**src/sv/mss_pkg.sv**
```systemverilog
package mss_pkg;

   // fixed field widths
   localparam int SAMPLE_W     = 32;
   localparam int SUM_W        = 47;
   localparam int IDX_W        = 16;
   localparam int LEN_W        = 17;

   // build choices
   localparam int MAX_ELEMENTS = 65536;
   localparam int SAMPLE_BITS  = 32;

   // derived
   localparam int ACC_W        = SUM_W + 2;   // run sum plus a signed sample, no wrap
   localparam int SEEN_W       = $clog2(MAX_ELEMENTS + 1);
   localparam int OUT_DATA_W   = ((SUM_W + IDX_W + LEN_W + 7) / 8) * 8;
   localparam int OUT_PAD_W    = OUT_DATA_W - (SUM_W + IDX_W + LEN_W);

   localparam logic [SUM_W-1:0] SUM_TOP = {SUM_W{1'b1}};
   localparam logic [LEN_W-1:0] LEN_TOP = {LEN_W{1'b1}};

   typedef struct packed {
      logic [LEN_W-1:0] best_length;
      logic [IDX_W-1:0] best_begin;
      logic [SUM_W-1:0] best_total;
   } result_type;

endpackage

```
**src/sv/mss_core.sv**
```systemverilog
// Kadane update: running sum and length, best-run tracking, per-sequence clear.
module mss_core (
   input  logic                          clock,
   input  logic                          reset,
   input  logic                          take,
   input  logic [mss_pkg::SAMPLE_W-1:0]  sample,
   input  logic                          last,
   output logic                          done,
   output mss_pkg::result_type           result
);
   import mss_pkg::*;

   logic [SUM_W-1:0]  run_sum_ff,    run_sum_in;
   logic [LEN_W-1:0]  run_length_ff, run_length_in;
   logic [SUM_W-1:0]  top_sum_ff,    top_sum_in;
   logic [LEN_W-1:0]  top_length_ff, top_length_in;
   logic [IDX_W-1:0]  top_start_ff,  top_start_in;
   logic [IDX_W-1:0]  position_ff,   position_in;
   logic [SEEN_W-1:0] seen_ff,       seen_in;

   logic signed [SAMPLE_BITS-1:0] smp_low;
   logic signed [ACC_W-1:0]       smp_ext;
   logic signed [ACC_W-1:0]       run_ext;
   logic signed [ACC_W-1:0]       acc_sum;
   logic                          acc_pos;
   logic                          acc_sat;
   logic [SUM_W-1:0]              new_sum;
   logic [LEN_W-1:0]              new_len;
   logic                          live;
   logic                          better;

   always_comb begin
      smp_low = $signed(sample[SAMPLE_BITS-1:0]);
      smp_ext = ACC_W'(smp_low);
      run_ext = $signed({2'b00, run_sum_ff});
      acc_sum = run_ext + smp_ext;
      acc_pos = !acc_sum[ACC_W-1] && (acc_sum != '0);
      acc_sat = !acc_sum[ACC_W-1] && acc_sum[SUM_W];
      new_sum = acc_sat ? SUM_TOP : acc_sum[SUM_W-1:0];
      new_len = (run_length_ff == LEN_TOP) ? LEN_TOP : run_length_ff + LEN_W'(1);
      live    = seen_ff < SEEN_W'(MAX_ELEMENTS);
      better  = (new_sum > top_sum_ff) ||
                ((new_sum == top_sum_ff) && (new_len < top_length_ff));

      run_sum_in    = run_sum_ff;
      run_length_in = run_length_ff;
      top_sum_in    = top_sum_ff;
      top_length_in = top_length_ff;
      top_start_in  = top_start_ff;
      position_in   = position_ff;
      seen_in       = seen_ff;

      if (take && live) begin
         if (acc_pos) begin
            run_sum_in    = new_sum;
            run_length_in = new_len;
            if (better) begin
               top_sum_in    = new_sum;
               top_length_in = new_len;
               top_start_in  = IDX_W'(position_ff + IDX_W'(1) - new_len[IDX_W-1:0]);
            end
         end else begin
            run_sum_in    = '0;
            run_length_in = '0;
         end
         position_in = position_ff + IDX_W'(1);
         seen_in     = seen_ff + SEEN_W'(1);
      end

      // the result carries this word's update
      done               = take && last;
      result.best_total  = top_sum_in;
      result.best_begin  = top_start_in;
      result.best_length = top_length_in;

      if (done) begin
         run_sum_in    = '0;
         run_length_in = '0;
         top_sum_in    = '0;
         top_length_in = '0;
         top_start_in  = '0;
         position_in   = '0;
         seen_in       = '0;
      end
   end

   always_ff @(posedge clock) begin
      if (reset) begin
         run_sum_ff    <= '0;
         run_length_ff <= '0;
         top_sum_ff    <= '0;
         top_length_ff <= '0;
         top_start_ff  <= '0;
         position_ff   <= '0;
         seen_ff       <= '0;
      end else begin
         run_sum_ff    <= run_sum_in;
         run_length_ff <= run_length_in;
         top_sum_ff    <= top_sum_in;
         top_length_ff <= top_length_in;
         top_start_ff  <= top_start_in;
         position_ff   <= position_in;
         seen_ff       <= seen_in;
      end
   end

   // an open run always has a positive sum, an empty one none
   assert property (@(posedge clock) disable iff (reset)
      (run_sum_ff == '0) == (run_length_ff == '0))
      else $error("run sum and run length disagree");

   // a recorded best run is never empty
   assert property (@(posedge clock) disable iff (reset)
      (top_sum_ff == '0) == (top_length_ff == '0))
      else $error("best sum and best length disagree");

   // a closing word leaves the tracker clear
   assert property (@(posedge clock) disable iff (reset)
      done |=> (seen_ff == '0) && (top_sum_ff == '0) && (position_ff == '0))
      else $error("state not cleared after last word");

endmodule

```
**src/sv/mss_out_skid.sv**
```systemverilog
// Result register with one skid slot behind it.
module mss_out_skid (
   input  logic                 clock,
   input  logic                 reset,
   input  logic                 push,
   input  mss_pkg::result_type  push_data,
   output logic                 space,
   output logic                 out_valid,
   input  logic                 out_ready,
   output mss_pkg::result_type  out_data
);
   import mss_pkg::*;

   logic       out_valid_ff,  out_valid_in;
   logic       skid_valid_ff, skid_valid_in;
   result_type out_data_ff,   out_data_in;
   result_type skid_data_ff,  skid_data_in;

   always_comb begin
      out_valid_in  = out_valid_ff;
      out_data_in   = out_data_ff;
      skid_valid_in = skid_valid_ff;
      skid_data_in  = skid_data_ff;
      if (!out_valid_ff || out_ready) begin
         if (skid_valid_ff) begin
            out_valid_in  = 1'b1;
            out_data_in   = skid_data_ff;
            skid_valid_in = 1'b0;
         end else begin
            out_valid_in = push;
            out_data_in  = push_data;
         end
      end else if (push) begin
         skid_valid_in = 1'b1;
         skid_data_in  = push_data;
      end
   end

   always_ff @(posedge clock) begin
      if (reset) begin
         out_valid_ff  <= 1'b0;
         skid_valid_ff <= 1'b0;
      end else begin
         out_valid_ff  <= out_valid_in;
         skid_valid_ff <= skid_valid_in;
      end
      out_data_ff  <= out_data_in;
      skid_data_ff <= skid_data_in;
   end

   assign space     = !skid_valid_ff;
   assign out_valid = out_valid_ff;
   assign out_data  = out_data_ff;

   // the skid slot fills only behind a waiting result
   assert property (@(posedge clock) disable iff (reset)
      skid_valid_ff |-> out_valid_ff)
      else $error("skid holds a word while output is empty");

   // nothing is pushed while the skid slot is taken
   assert property (@(posedge clock) disable iff (reset)
      push |-> !skid_valid_ff)
      else $error("push into a full buffer");

endmodule

```
**src/sv/max_subarray_sum_tracker.sv**
```systemverilog
// Maximum-sum contiguous run over a sequence of signed samples. Each req word carries
// one sample; the word with tlast high closes the sequence, and one rsp word then gives
// the best run's saturated sum, start index and length (all zero if no sample run was
// positive), after which the tracker is clear for the next sequence. Each word is
// absorbed in the cycle it is accepted, so one word per clock is taken while req_tready
// is high. The result sits in an output register with one skid slot behind it;
// req_tready drops only while both hold a result, and no other stall exists. A result
// appears on rsp in the cycle after the closing req word, unless an earlier result is
// still waiting there, in which case it follows once that one is taken. Samples beyond
// the first MAX_ELEMENTS of a sequence are ignored, though their tlast still closes it.
module max_subarray_sum_tracker (
   input  logic                            clock,
   input  logic                            reset,
   // req: sample in, tdata[31:0] = sample (signed)
   input  logic                            req_tvalid,
   output logic                            req_tready,
   input  logic [mss_pkg::SAMPLE_W-1:0]    req_tdata,
   input  logic                            req_tlast,
   // rsp: tdata[46:0] = best_total, [62:47] = best_begin, [79:63] = best_length
   output logic                            rsp_tvalid,
   input  logic                            rsp_tready,
   output logic [mss_pkg::OUT_DATA_W-1:0]  rsp_tdata
);
   import mss_pkg::*;

   logic       req_take;   // req word accepted this cycle
   logic       core_done;  // closing word: result ready
   logic       buf_space;
   result_type core_result;
   result_type rsp_result;

   assign req_tready = buf_space;
   assign req_take   = req_tvalid && buf_space;

   mss_core u_core (
      .clock  (clock),
      .reset  (reset),
      .take   (req_take),
      .sample (req_tdata),
      .last   (req_tlast),
      .done   (core_done),
      .result (core_result)
   );

   mss_out_skid u_out (
      .clock     (clock),
      .reset     (reset),
      .push      (core_done),
      .push_data (core_result),
      .space     (buf_space),
      .out_valid (rsp_tvalid),
      .out_ready (rsp_tready),
      .out_data  (rsp_result)
   );

   // pack lowest field first; the layout fills whole bytes exactly
   generate
      if (OUT_PAD_W > 0) begin : g_pad
         assign rsp_tdata = {{OUT_PAD_W{1'b0}}, rsp_result.best_length,
                             rsp_result.best_begin, rsp_result.best_total};
      end else begin : g_nopad
         assign rsp_tdata = {rsp_result.best_length, rsp_result.best_begin,
                             rsp_result.best_total};
      end
   endgenerate

endmodule

```
**config.mk**
```make
export PLATFORM = sky130hd
export DESIGN_NAME = max_subarray_sum_tracker
export DESIGN_NICKNAME = d
export VERILOG_FILES = /design/src/sv/mss_pkg.sv /design/src/sv/mss_core.sv /design/src/sv/mss_out_skid.sv /design/src/sv/max_subarray_sum_tracker.sv
export SDC_FILE = /design/constraint.sdc
export NUM_CORES = 1
export LEC_CHECK = 0
export BUFFER_PORTS_ARGS = -buffer_cell sky130_fd_sc_hd__buf_2
export CAP_MARGIN = 10
export CELL_PAD_IN_SITES_DETAIL_PLACEMENT = 1
export CELL_PAD_IN_SITES_GLOBAL_PLACEMENT = 2
export CORE_AREA = 2 2 354 181
export DETAILED_ROUTE_END_ITERATION = 10
export DIE_AREA = 0 0 356 183
export PLACE_DENSITY = 0.71
export SYNTH_ARGS = -nofsm -noshare
export SYNTH_HDL_FRONTEND = slang
export SYNTH_HIERARCHICAL = 1
export SYNTH_SLANG_ARGS = --single-unit
export TNS_END_PERCENT = 30
```
**constraint.sdc**
```tcl
create_clock -name clock -period 9.8 [get_ports clock]
set_clock_uncertainty 0.15 [all_clocks]
set_input_delay 0.98 -clock clock [delete_from_list [all_inputs] [get_ports clock]]
set_output_delay 0.98 -clock clock [all_outputs]
set_load 0.005 [all_outputs]
```
# --- Word-level counts from Yosys, hierarchy flattened ---
# Cells that the tools add are included.
totals:
  input_bits: 37
  ff_bits: 339
classes:
  n_lt_le_gt_ge: 3
  reduce_logical: 15
  bitwise: 1
  n_eq_ne: 2
  mux: 15
  addsub: 5
op_table:
  columns: ["operator", "count"]
  rows:
  - ["$mux 47", 5]
  - ["$mux 17", 5]
  - ["$mux 80", 1]
  - ["$add 48x32->49", 1]
  - ["$reduce_bool 49->1", 1]
  - ["$mux 16", 3]
  - ["$eq 47x47->1", 1]
  - ["$gt 47x47->1", 1]
  - ["$add 17x1->17 const B", 2]
  - ["$eq 17x17->1 const B", 1]
  - ["$lt 17x17->1", 1]
  - ["$lt 17x17->1 const B", 1]
  - ["$add 16x1->16 const B", 1]
  - ["$sub 16x16->16", 1]
  - ["$logic_and 1x1->1", 6]
  - ["$reduce_or 2->1", 2]
  - ["$logic_not 1->1", 3]
  - ["$logic_or 1x1->1", 2]
  - ["$reduce_and 2->1", 1]
  - ["$mux 1", 1]
  - ["$not 1->1", 1]

# --- Logic depth before layout (Yosys ltp) ---
# Gate-level depths: netlist (run 1).
depth:
  depth_word: 11
  depth_mapped: 31
  ltp_nobuf: 27

# --- By module ---
# The synthesis (run 1) kept the hierarchy.
modules_own_cells:
  columns: ["module", "n_inst", "cells_each", "area_each_um2"]
  rows:
  - ["mss_core", 1, 1775, 13406.6]
  - ["mss_out_skid", 1, 258, 6241.0]
  - ["max_subarray_sum_tracker", 1, 1, 6.3]

# --- Least setup slack after synthesis (run 1) ---
# OpenSTA, ideal clock, no wires.
synth_timing:
  path_kind: "input port to flip-flop"
  startpoint: "input rsp_tready"
  endpoint: "register u_out/skid_data_ff[0] in the netlist's numbering, enable pin"
  required_time_ns: 9.132
  cell_stages: 2
  arrival_time_ns: 6.472
  setup_slack_ns: 2.659
  cell_sequence: "nand2b_1 > nor2_1"
synth_between:
  elab_chain_cells: 3
synth_rtl:
  columns: ["element", "line", "text"]
  rows:
  - ["from (decl)", "max_subarray_sum_tracker.sv:21", "input logic rsp_tready,"]
  - ["$logic_or 1x1->1", "mss_out_skid.sv:24", "if (!out_valid_ff || out_ready) begin"]
  - ["$not 1->1 (no line)", null, null]
  - ["$reduce_and 2->1 (no line)", null, null]
  - ["to (signal assigned)", "mss_out_skid.sv:48", "skid_data_ff <= skid_data_in;"]
  - ["to (decl)", "mss_out_skid.sv:17", "result_type skid_data_ff, skid_data_in;"]
# Every way passes these cells.
# A chain may end at the register's enable or synchronous reset.

==> results of run 1 <==
[sequential cells by signal (all words and copies together), names as in the netlist]
signal and flops:
u_core/position_ff 16, u_core/run_length_ff 17, u_core/run_sum_ff 47, u_core/seen_ff 17
u_core/top_length_ff 17, u_core/top_start_ff 16, u_core/top_sum_ff 47, u_out/out_data 80
u_out/out_valid 1, u_out/skid_data_ff 80, u_out/skid_valid_ff 1
[per-layer routing]
layer	wire length, um	share of wire, %	GRT usage, %
met5	0	0	0
met4	774	1.2	2.73
met3	3960	5.9	3.53
met2	24600	37	26.1
met1	37400	56	34.3
[cells in the mapped netlist (8+ instances only)]
master     number  area (um2)
o21ai_0        81         405
inv_1         127         477
ha_1          129        1610
nand2_1       174         653
a21o_1         28         210
a31oi_1        23         144
a311oi_1       16         140
a22o_1         23         201
and2_1          8        50.1
a211oi_1       48         360
a22oi_1        17         128
xnor2_1        43         377
xor2_1         60         526
and3_1         19         119
nand3_1        52         260
nand2b_1       11        68.8
nor2_1        156         586
a21oi_2        20         175
mux2_4         78        1170
clkbuf_1       83         312
o211ai_1        8        60.1
o21ai_1        22         110
buf_2          14        70.1
nor2b_1        12        75.1
a21oi_1       188         941
edfxtp_1      160        4800
nor3_1         56         280
buf_12          8         160
dfxtp_1       179        3580
nand4_1        36         225
a2111oi_0       8        70.1
or3_1          11        68.8
o21a_1         10        75.1
[worst min-delay path by stage]
| stage | slack (ns) | cells after the start | end |
|---|---|---|---|
| 2_1_floorplan | 0.28 | 2 | u_core/run_sum_ff[0] |
| 5_1_grt | 0.36 | 2 | u_core/run_sum_ff[39] |
| 4_1_cts | 0.32 | 2 | u_core/run_sum_ff[0] |
| 3_5_place_dp | 0.30 | 2 | u_core/run_sum_ff[0] |
| 3_3_place_gp | 0.29 | 2 | u_core/run_sum_ff[6] |
| 6_report | 0.32 | 2 | u_core/run_sum_ff[42] |
[critical path: stages]
cell and delay [ns]:
buf_2 0.10, ha_1 0.39, a21oi_1 0.36, o21ai_0 0.41, nor3_1 0.66, nand2_1 0.14, o211ai_1 0.38, nand2_1 0.13
a31oi_1 0.46, or2_2 0.21, mux2_2 0.15, buf_4 0.50, nand2b_1 0.23, ha_1 0.36, nand4_1 0.15, nor4_1 0.50
buf_4 0.23, o21ai_0 0.08, o22ai_1 0.12, nor2_1 0.11, nand4_1 0.10, o41ai_1 0.11, or3_1 0.38, nor2_4 0.18
buf_4 0.40, a21oi_1 0.22, mux2_4 0.30
[through the flow]
step	power, mW	area (um2)	utilization, %	hold WS (ns)
2_1_floorplan	2.25	19700	-	0.279
3_3_place_gp	2.58	21000	33.7	0.294
3_5_place_dp	2.60	21000	33.7	0.303
4_1_cts	3.88	22000	35.3	0.320
5_1_grt	4.04	22000	35.3	0.358
6_report	3.83	22000	35.4	0.317
[cells by family (layout without fill, tap and decap cells)]
family	Yosys count	count (layout)	synth area share, %
buffers and inverters	241	332	5.55
DFF	339	339	42.7
xor gates and xnor gates	105	105	4.76
adders and majority gates	131	131	8.42
and+or+nand+nor	570	570	13.6
AOI/OAI and AO/OA	562	562	18.6
muxes	86	86	6.39
other	0	1	0
[area by class of cell]
type	instances	area share, %
Antenna cell	1	0.0114
Clock buffer	37	3.68
Clock inverter	21	0.911
Inverter	127	2.17
Multi-Input combinational cell	1454	46.5
Sequential cell	339	38.2
Tap cell	837	4.77
Timing Repair Buffer	147	3.74
[where the power goes]
| part | switching, mW | total [mW] | internal (mW) |
|---|---|---|---|
| Sequential | 0.0634 | 1.68 | 1.62 |
| Clock | 0.584 | 1.26 | 0.672 |
| Combinational | 0.546 | 0.895 | 0.349 |
| Total | 1.19 | 3.83 | 2.64 |
==> reports/metrics.csv, run 1 <==
stage;metric;value;unit
cts;Clock transition at path regs;0.07;ns
layout;FF/Latch Area;0.00839;mm2
worst_hold_path;worst min-delay path class;reg -> reg;
global_route;GR Util All Layers;20.3;%
layout;# fillers;7091;
cts;total CTS buffers;31;
layout;leading cell types in the layout, fill and taps excluded;188 x a21oi_1, 178 x dfxtp_1, 174 x nand2_1, 160 x edfxtp_1, 154 x nor2_1;
cts;CTS tree;done;
job;Max-Cap Viols;0;
yosys;FF+latch count, synth;339;
setup_path;crit path DAT;8.45;ns
layout;Multi-input gate area;0.0102;mm2
placement;final RePlAce weighted congestion;0.895;
setup_path;FF-to-FF End;u_out/out_data[39];
timing;RSZ-0062 raised after global routing;false;
setup_path;Worst Setup End Kind;flip-flop;
yosys;Mapped Area;0.0197;mm2
floorplanning;Starting Density;31.6;%
yosys;Syn Nets;2202;
cts;CTS Buffer Depth;3;
cts;Post-CTS Repair Setup Buffers;0;
yosys;post-synthesis area per instance;9.66;um2
yosys;Synth Instances;2034;
yosys;synth warn;6;
yosys;register area share after synthesis;42.7;%
timing;final critical-path share of the clock period;84.2;%
timing;Final Hold Viols;0;
pwr;P_leak;8.72;nW
timing;Slew Limit Fails;0;
cts;Post-CTS Hold Buffers;0;
setup_path;worst reg2reg path depth;26;
setup_path;Critical Path RT;9.99;ns
routing;Post-DRT Antenna Nets;0;
routing;vias per cell;5.37;
floorplanning;DIE WIDTH;356;um
floorplanning;die area;0.0651;mm2
routing;DRC;0;
timing;Fin Setup TNS;0;ns
global_route;global-route wire length before repair;101;mm
routing;final WL;66.8;mm
layout;fin nets;2268;
timing;min Tclk post-route;8.26;ns
timing;setup ws final;1.54;ns
routing;DR pass1 iterations;6;
placement;Inst Count DP;2904;
worst_hold_path;Hold Path Origin;u_core/run_sum_ff[42];
floorplanning;Core Rows;65;
placement;I/O Buffers;118;
global_route;largest net degree at the start of global routing;71;
setup_path;r2r setup slk;1.70;ns
layout;share of cells above drive strength 1;15.7;%
global_route;initial antenna violation count;2;
timing;Worst Tran Pin Value;1.20;ns
yosys;Post-synth EDFFs;160;
timing;Slew headroom;20.3;%
yosys;post-synth cell types;85;
layout;commonest non-fill, non-tap cell in the layout;a21oi_1;
status;status;finished, final reports clean;
timing;Final setup viols;0;
cts;clock sinks;339;
setup_path;worst-path fanout max;52;
cts;Post-CTS Resized;0;
floorplanning;Die Height;183;um
pwr;VDD IR-drop max;0.134;mV
yosys;Main synth FF type;dfxtp_1;
cts;Clock Tree Root;clkbuf_16;
setup_path;crit path launch type;primary input;
floorplanning;I/O Pins;119;
routing;drt initial violations;1262;
setup_path;Critical Path Sink;u_out/out_data[39];
global_route;vias in the first global route;15800;
routing;vias;15900;
floorplanning;Core Box Area;0.0621;mm2
placement;post-DP HPWL;49.5;mm
yosys;async set-reset flop share out of synthesis;0;%
cts;Clock Latency Late Sink;0.60;ns
setup_path;R2R Path Start;u_core/run_sum_ff[12];
timing;Max Freq;121;MHz
cts;H-tree levels;1;
setup_path;critical path class;in -> reg;
routing;routed length per instance;22.5;um
layout;Non-Filler Instances;2963;
placement;pre-CTS WS;1.17;ns
setup_path;Setup crit start;req_tdata[12];
global_route;gr ovfl total;0;
layout;Area Overhead vs Synth;11.8;%
pwr;pwr dens;175;mW/mm2
Power figures use the tool's default switching activity.
==> inputs of run 2 (changes only) <==
- clock period: 9.8 -> 8.3 ns (I/O delays scaled with it)
==> run 2 against run 1 <==
- setup slack worse by 1.1 ns
- wire length is 0.76% higher
- via count up 1.1%
- power rose by 19%
- clock power up 20%
- register-to-register slack got worse by 1.2 ns
- sequential cell count is the same
- largest power group unchanged
==> reports/metrics.csv, run 2 (synthesis gave the netlist of run 1 again) <==
stage;metric;value;unit;change
status;status;finished, final reports clean;;unchanged
placement;final RePlAce weighted congestion;0.894;;was 0.895
setup_path;r2r setup slk;0.50;ns;was 1.70 ns
setup_path;R2R Path Start;u_core/run_sum_ff[0];;was u_core/run_sum_ff[12]
floorplanning;DIE WIDTH;356;um;unchanged
layout;ant diodes;0;;was 1
routing;vias per cell;5.41;;was 5.37
setup_path;FF-to-FF End;u_out/out_data[71];;was u_out/out_data[39]
cts;CTS Buffer Depth;3;;unchanged
routing;DR pass1 iterations;5;;was 6
routing;DRT met1 WL;37.1;mm;was 37.4 mm
routing;routed length per instance;22.6;um;was 22.5 um
setup_path;crit path launch type;primary input;;unchanged
setup_path;worst reg2reg path depth;28;;was 26
cts;clock sinks;339;;unchanged
placement;I/O Buffers;118;;unchanged
timing;final critical-path share of the clock period;94.1;%;
placement;Inst Count DP;2918;;was 2904
routing;metal3 WL;4.71;mm;was 3.96 mm
global_route;global-route wire length before repair;102;mm;was 101 mm
setup_path;max incr delay on CP;0.73;ns;was 0.66 ns
cts;Post-CTS Resized;0;;unchanged
cts;total CTS buffers;31;;unchanged
layout;fin nets;2282;;was 2268
layout;Area Overhead vs Synth;12.6;%;was 11.8%
layout;share of cells above drive strength 1;16.1;%;was 15.7%
routing;DRC;0;;unchanged
cts;Post-CTS Hold Buffers;0;;unchanged
worst_hold_path;Hold Path Origin;reset;;was u_core/run_sum_ff[42]
layout;Non-Filler Instances;2976;;was 2963
timing;Final setup viols;0;;unchanged
cts;H-tree levels;1;;unchanged
job;Max-Cap Viols;0;;unchanged
timing;Max Freq;128;MHz;
worst_hold_path;worst min-delay path class;in -> reg;;was reg -> reg
worst_hold_path;worst hold path depth;2;;unchanged
cts;Clock transition at path regs;0.07;ns;about the same
cts;CTS tree;done;;unchanged
floorplanning;I/O Pins;119;;unchanged
pwr;pwr dens;206;mW/mm2;was 175 mW/mm2
timing;Slew headroom;17.6;%;was 20.3%
global_route;initial antenna violation count;0;;was 2
setup_path;CP max-delay cell;a2111oi_0;;was nor3_1
timing;Fin Setup TNS;0;ns;unchanged
global_route;GR Util All Layers;20.4;%;was 20.3%
setup_path;worst-path fanout max;30;;was 52
setup_path;crit path DAT;8.02;ns;was 8.45 ns
layout;leading cell types in the layout, fill and taps excluded;188 x a21oi_1, 178 x dfxtp_1, 174 x nand2_1, 160 x edfxtp_1, 154 x nor2_1;;unchanged
global_route;largest net degree at the start of global routing;84;;was 71
cts;Post-CTS Repair Setup Buffers;0;;unchanged
placement;post-DP HPWL;50.3;mm;was 49.5 mm
pwr;P_leak;8.80;nW;was 8.72 nW
setup_path;critical path class;in -> reg;;unchanged
timing;Worst Tran Pin Value;1.22;ns;was 1.20 ns
floorplanning;Core Rows;65;;unchanged
global_route;gr ovfl total;0;;unchanged
layout;commonest non-fill, non-tap cell in the layout;a21oi_1;;unchanged
routing;Post-DRT Antenna Nets;0;;unchanged
timing;Slew Limit Fails;0;;unchanged
routing;final WL;67.3;mm;was 66.8 mm
timing;Final Hold Viols;0;;unchanged
floorplanning;die area;0.0651;mm2;unchanged
pwr;Tot Pwr;4.57;mW;was 3.83 mW
floorplanning;Die Height;183;um;unchanged
routing;WL met2;24.8;mm;was 24.6 mm
global_route;vias in the first global route;16000;;was 15800
timing;RSZ-0062 raised after global routing;false;;unchanged
floorplanning;Starting Density;31.6;%;unchanged
floorplanning;Core Box Area;0.0621;mm2;unchanged
setup_path;Critical Path RT;8.51;ns;was 9.99 ns
routing;drt initial violations;1234;;was 1262
setup_path;most used cell, CP;buf_12;;was buf_4
cts;Clock Latency Late Sink;0.61;ns;was 0.60 ns
routing;vias;16100;;was 15900
worst_hold_path;WHS Endpoint;u_out/out_valid;;was u_core/run_sum_ff[42]
pwr;VDD IR-drop max;0.154;mV;was 0.134 mV
timing;min Tclk post-route;7.81;ns;
routing;topmost layer with routed signal wires;met4;;unchanged
timing;hold_ws;0.285;ns;was 0.317 ns
cts;Clock Tree Root;clkbuf_16;;unchanged
setup_path;Worst Setup End Kind;flip-flop;;unchanged
[run 2: changes by cell type in the layout (fill, tap and decap cells not counted), sizes merged]
| cell | change |
|---|---|
| inv | -1 |
| clkinv | -3 |
| diode | -1 |
| clkbuf | +3 |
| buf | +14 |
| bufinv | +1 |
[run 2: worst max path at each step]
stage	startpoint	endpoint	slack, ns	cells past startpoint
6_report	req_tdata[0]	u_out/out_data[71]	0.49	29
5_1_grt	u_core/run_sum_ff[0]	u_out/out_data[71]	0.14	28
4_1_cts	u_core/run_sum_ff[0]	u_out/out_data[71]	0.63	28
3_5_place_dp	req_tdata[0]	u_out/out_data[2]	0.05	29
3_3_place_gp	req_tdata[0]	u_out/out_data[74]	0.26	30
2_1_floorplan	rsp_tready	u_out/skid_data_ff[0]	1.31	2
[run 2: stage by stage]
| stage | setup WS, ns | utilization (%) | cell area, um2 |
|---|---|---|---|
| final | 0.489 | 35.6 | 22100 |
| after global routing | 0.136 | 35.6 | 22100 |
| after CTS | 0.631 | 35.6 | 22100 |
| after detailed placement | 0.0502 | 34.0 | 21100 |
| after global placement | 0.265 | 34.0 | 21100 |
| after floorplan | 1.31 | - | 19700 |
[run 2: worst max-delay path: cells and delay by family]
family	cells	cell delay, ns
AOI/OAI and AO/OA	11	2.96
and+or+nand+nor	8	1.80
adders and majority gates	3	1.03
muxes	1	0.30
buffers and inverters	6	1.05
[run 2: cell type report]
| class | count | area, um2 |
|---|---|---|
| clock inverters | 18 | 196 |
| clock buffers | 40 | 830 |
| well taps | 837 | 1050 |
| flip-flops and latches | 339 | 8390 |
| multi-input cells | 1454 | 10200 |
| repair buffers | 161 | 976 |
| inverters | 127 | 477 |
| fillers | 7099 | 40000 |
[run 2: power breakdown]
part           switching [mW]  internal (mW)
clock network           0.681          0.830
logic                   0.649          0.425
registers              0.0707           1.91
[run 2: layer usage]
metal / vias up / global-route usage [%]
met5: - / 0
li1: 7574 / -
met4: 0 / 2.19
met1: 8049 / 34.2
met2: 437 / 26.5
met3: 41 / 4.14
==> inputs of run 3 (changes only) <==
- CORE_AREA: 2 2 354 181 -> 2 2 317 162
- DIE_AREA: 0 0 356 183 -> 0 0 319 164
- PLACE_DENSITY: 0.71 -> 0.85
==> run 3 against run 2 <==
- register-to-register slack improved by 0.04 ns
- wire length decreased by 1.7%
- clock power increased by 24%
- core utilization increased by 9.2 points
- combinational power about the same
- cell area increased by 0.50%
- critical endpoint is now u_out/out_data[41]
- largest power group unchanged
==> reports/metrics.csv, run 3 (synthesis gave the netlist of run 1 again) <==
stage;metric;value;unit;change
cts;CTS tree;done;;unchanged
timing;Final Hold Viols;0;;unchanged
status;status;finished, final reports clean;;unchanged
routing;routed length per instance;23.5;um;was 22.6 um
layout;final core utilization;44.8;%;was 35.6%
placement;I/O Buffers;118;;unchanged
timing;Final setup viols;0;;unchanged
global_route;largest net degree at the start of global routing;76;;was 84
worst_hold_path;worst min-delay path class;reg -> reg;;was in -> reg
setup_path;delay-heaviest family, CP;compound AO/OA/AOI/OAI gates;;unchanged
setup_path;Critical Path RT;8.43;ns;was 8.51 ns
layout;# fillers;5640;;was 7099
cts;Clock transition at path regs;0.07;ns;about the same
routing;vias;16500;;was 16100
timing;Slew Limit Fails;0;;unchanged
timing;Max Freq;128;MHz;about the same
cts;clock sinks;339;;unchanged
routing;final WL;66.1;mm;was 67.3 mm
global_route;met3 Usage GRT;4.54;%;was 4.14%
pwr;pwr dens;221;mW/mm2;was 206 mW/mm2
placement;final RePlAce weighted congestion;0.887;;was 0.894
routing;vias per cell;5.86;;was 5.41
layout;Final Cell Area;0.0222;mm2;was 0.0221 mm2
routing;drt initial violations;1686;;was 1234
layout;commonest non-fill, non-tap cell in the layout;a21oi_1;;unchanged
placement;pre-CTS WS;0.0147;ns;was 0.0502 ns
layout;Area Overhead vs Synth;13.2;%;was 12.6%
routing;DR pass1 iterations;8;;was 5
pwr;P_leak;8.98;nW;was 8.80 nW
setup_path;Worst Setup End Kind;flip-flop;;unchanged
global_route;global-route wire length before repair;101;mm;was 102 mm
timing;min Tclk post-route;7.83;ns;was 7.81 ns
setup_path;max incr delay on CP;0.60;ns;was 0.73 ns
floorplanning;Starting Density;39.6;%;was 31.6%
setup_path;CP Buf/Inv Count;4;;was 6
layout;share of cells above drive strength 1;16.8;%;was 16.1%
placement;Area after DPL;0.0209;mm2;was 0.0211 mm2
cts;Post-CTS Repair Setup Buffers;0;;unchanged
setup_path;crit path launch type;primary input;;unchanged
timing;setup ws final;0.470;ns;was 0.489 ns
layout;Multi-input gate area;0.0102;mm2;about the same
cts;Clock Tree Root;clkbuf_16;;unchanged
layout;fin nets;2291;;was 2282
pwr;Tot Pwr;4.93;mW;was 4.57 mW
timing;final critical-path share of the clock period;94.3;%;was 94.1%
layout;ant diodes;0;;unchanged
setup_path;CP max-delay cell;mux2_2;;was a2111oi_0
timing;RSZ-0062 raised after global routing;false;;unchanged
job;Max-Cap Viols;0;;unchanged
routing;DRC;0;;unchanged
cts;H-tree levels;2;;was 1
cts;CTS Buffer Depth;3;;unchanged
global_route;GRT busiest layer;met1;;unchanged
floorplanning;die area;0.0523;mm2;was 0.0651 mm2
floorplanning;Core Rows;58;;was 65
floorplanning;Core Box Area;0.0496;mm2;was 0.0621 mm2
setup_path;worst-path fanout max;37;;was 30
global_route;vias in the first global route;16300;;was 16000
routing;Post-DRT Antenna Nets;0;;unchanged
pwr;VDD IR-drop max;0.116;mV;was 0.154 mV
floorplanning;DIE WIDTH;319;um;was 356 um
global_route;global routing usage on met1;41.0;%;was 34.2%
floorplanning;I/O Pins;119;;unchanged
placement;post-DP HPWL;49.0;mm;was 50.3 mm
layout;leading cell types in the layout, fill and taps excluded;188 x a21oi_1, 178 x dfxtp_1, 174 x nand2_1, 160 x edfxtp_1, 151 x nor2_1;;was 188 x a21oi_1, 178 x dfxtp_1, 174 x nand2_1, 160 x edfxtp_1, 154 x nor2_1
layout;FF/Latch Area;0.00839;mm2;unchanged
setup_path;crit path DAT;7.96;ns;was 8.02 ns
global_route;GR Util All Layers;25.1;%;was 20.4%
floorplanning;Die Height;164;um;was 183 um
setup_path;critical path class;in -> reg;;unchanged
cts;total CTS buffers;35;;was 31
cts;Clock Latency Late Sink;0.53;ns;was 0.61 ns
global_route;initial antenna violation count;0;;unchanged
timing;Slew headroom;14.8;%;was 17.6%
timing;Fin Setup TNS;0;ns;unchanged
cts;Post-CTS Hold Buffers;0;;unchanged
global_route;met2 Usage GRT;33.8;%;was 26.5%
timing;Worst Tran Pin Value;1.25;ns;was 1.22 ns
global_route;gr ovfl total;0;;unchanged
==> run 3: changes by cell type in the layout (fill, tap and decap cells not counted), sizes merged <==
cell / change
clkbuf: +1
clkinv: -1
inv: +1
bufinv: +6
buf: +5
clkinvlp: -2
==> run 3: area by class of cell <==
cell class | count | share of cell area, %
repair buffers | 166 | 4.44
well taps | 660 | 3.71
clock buffers | 41 | 4.32
inverters | 127 | 2.14
clock inverters | 22 | 1.69
multi-input cells | 1454 | 46.0
flip-flops and latches | 339 | 37.7
==> run 3: worst reg2reg max path: stages, from the launching register on <==
cell and delay (ns):
dfxtp_1 0.34, ha_1 0.24, fa_1 0.44, a211oi_1 0.36, o21ai_2 0.18, a22oi_2 0.38, o31ai_1 0.26, a2111oi_1 0.48
a211o_1 0.24, o211ai_1 0.21, mux2_2 0.61, buf_12 0.29, nand2b_1 0.18, ha_1 0.32, nand2_1 0.06, nor3_1 0.43
nand3_1 0.24, a31o_2 0.30, nand4_1 0.09, o41ai_1 0.12, or3_1 0.42, nor2_4 0.24, buf_4 0.26, buf_4 0.25
a21oi_1 0.14, mux2_4 0.30
==> run 3: path summary, 6_finish.rpt <==
check	from	end	slack, ns	cells past startpoint
setup / recovery	req_tdata[0]	u_out/out_data[41]	0.47	26
hold reg to reg	u_core/run_sum_ff[43]	u_core/run_sum_ff[43]	0.32	2
setup reg to reg	u_core/run_sum_ff[0]	u_out/out_data[41]	0.54	25
hold / removal	u_core/run_sum_ff[43]	u_core/run_sum_ff[43]	0.32	2
==> run 3: per-layer routing <==
layer,routed length (um),share of wire (%)
met1,35100,53
met4,840,1.3
met2,25400,38
met5,0,0
met3,4840,7.3
==> run 3: metrics by stage <==
step | instances | hold slack, ns
2_1_floorplan | 2034 | 0.279
3_3_place_gp | 2746 | 0.295
3_5_place_dp | 2746 | 0.305
4_1_cts | 2809 | 0.320
5_1_grt | 2809 | 0.338
6_report | 2809 | 0.315
==> run 3: repair_timing <==
| action | 4_1_cts | 5_1_grt |
|---|---|---|
| endpoints found under the hold margin | 0 | 0 |
| setup endpoints to repair | 0 | 24 |
| gates resized for setup | 0 | 4 |
==> run 3: power by group <==
part	switching, mW	leakage [nW]	internal [mW]
combinational	0.651	5.24	0.421
sequential	0.0725	3.09	1.91
clock	0.722	0.651	1.15
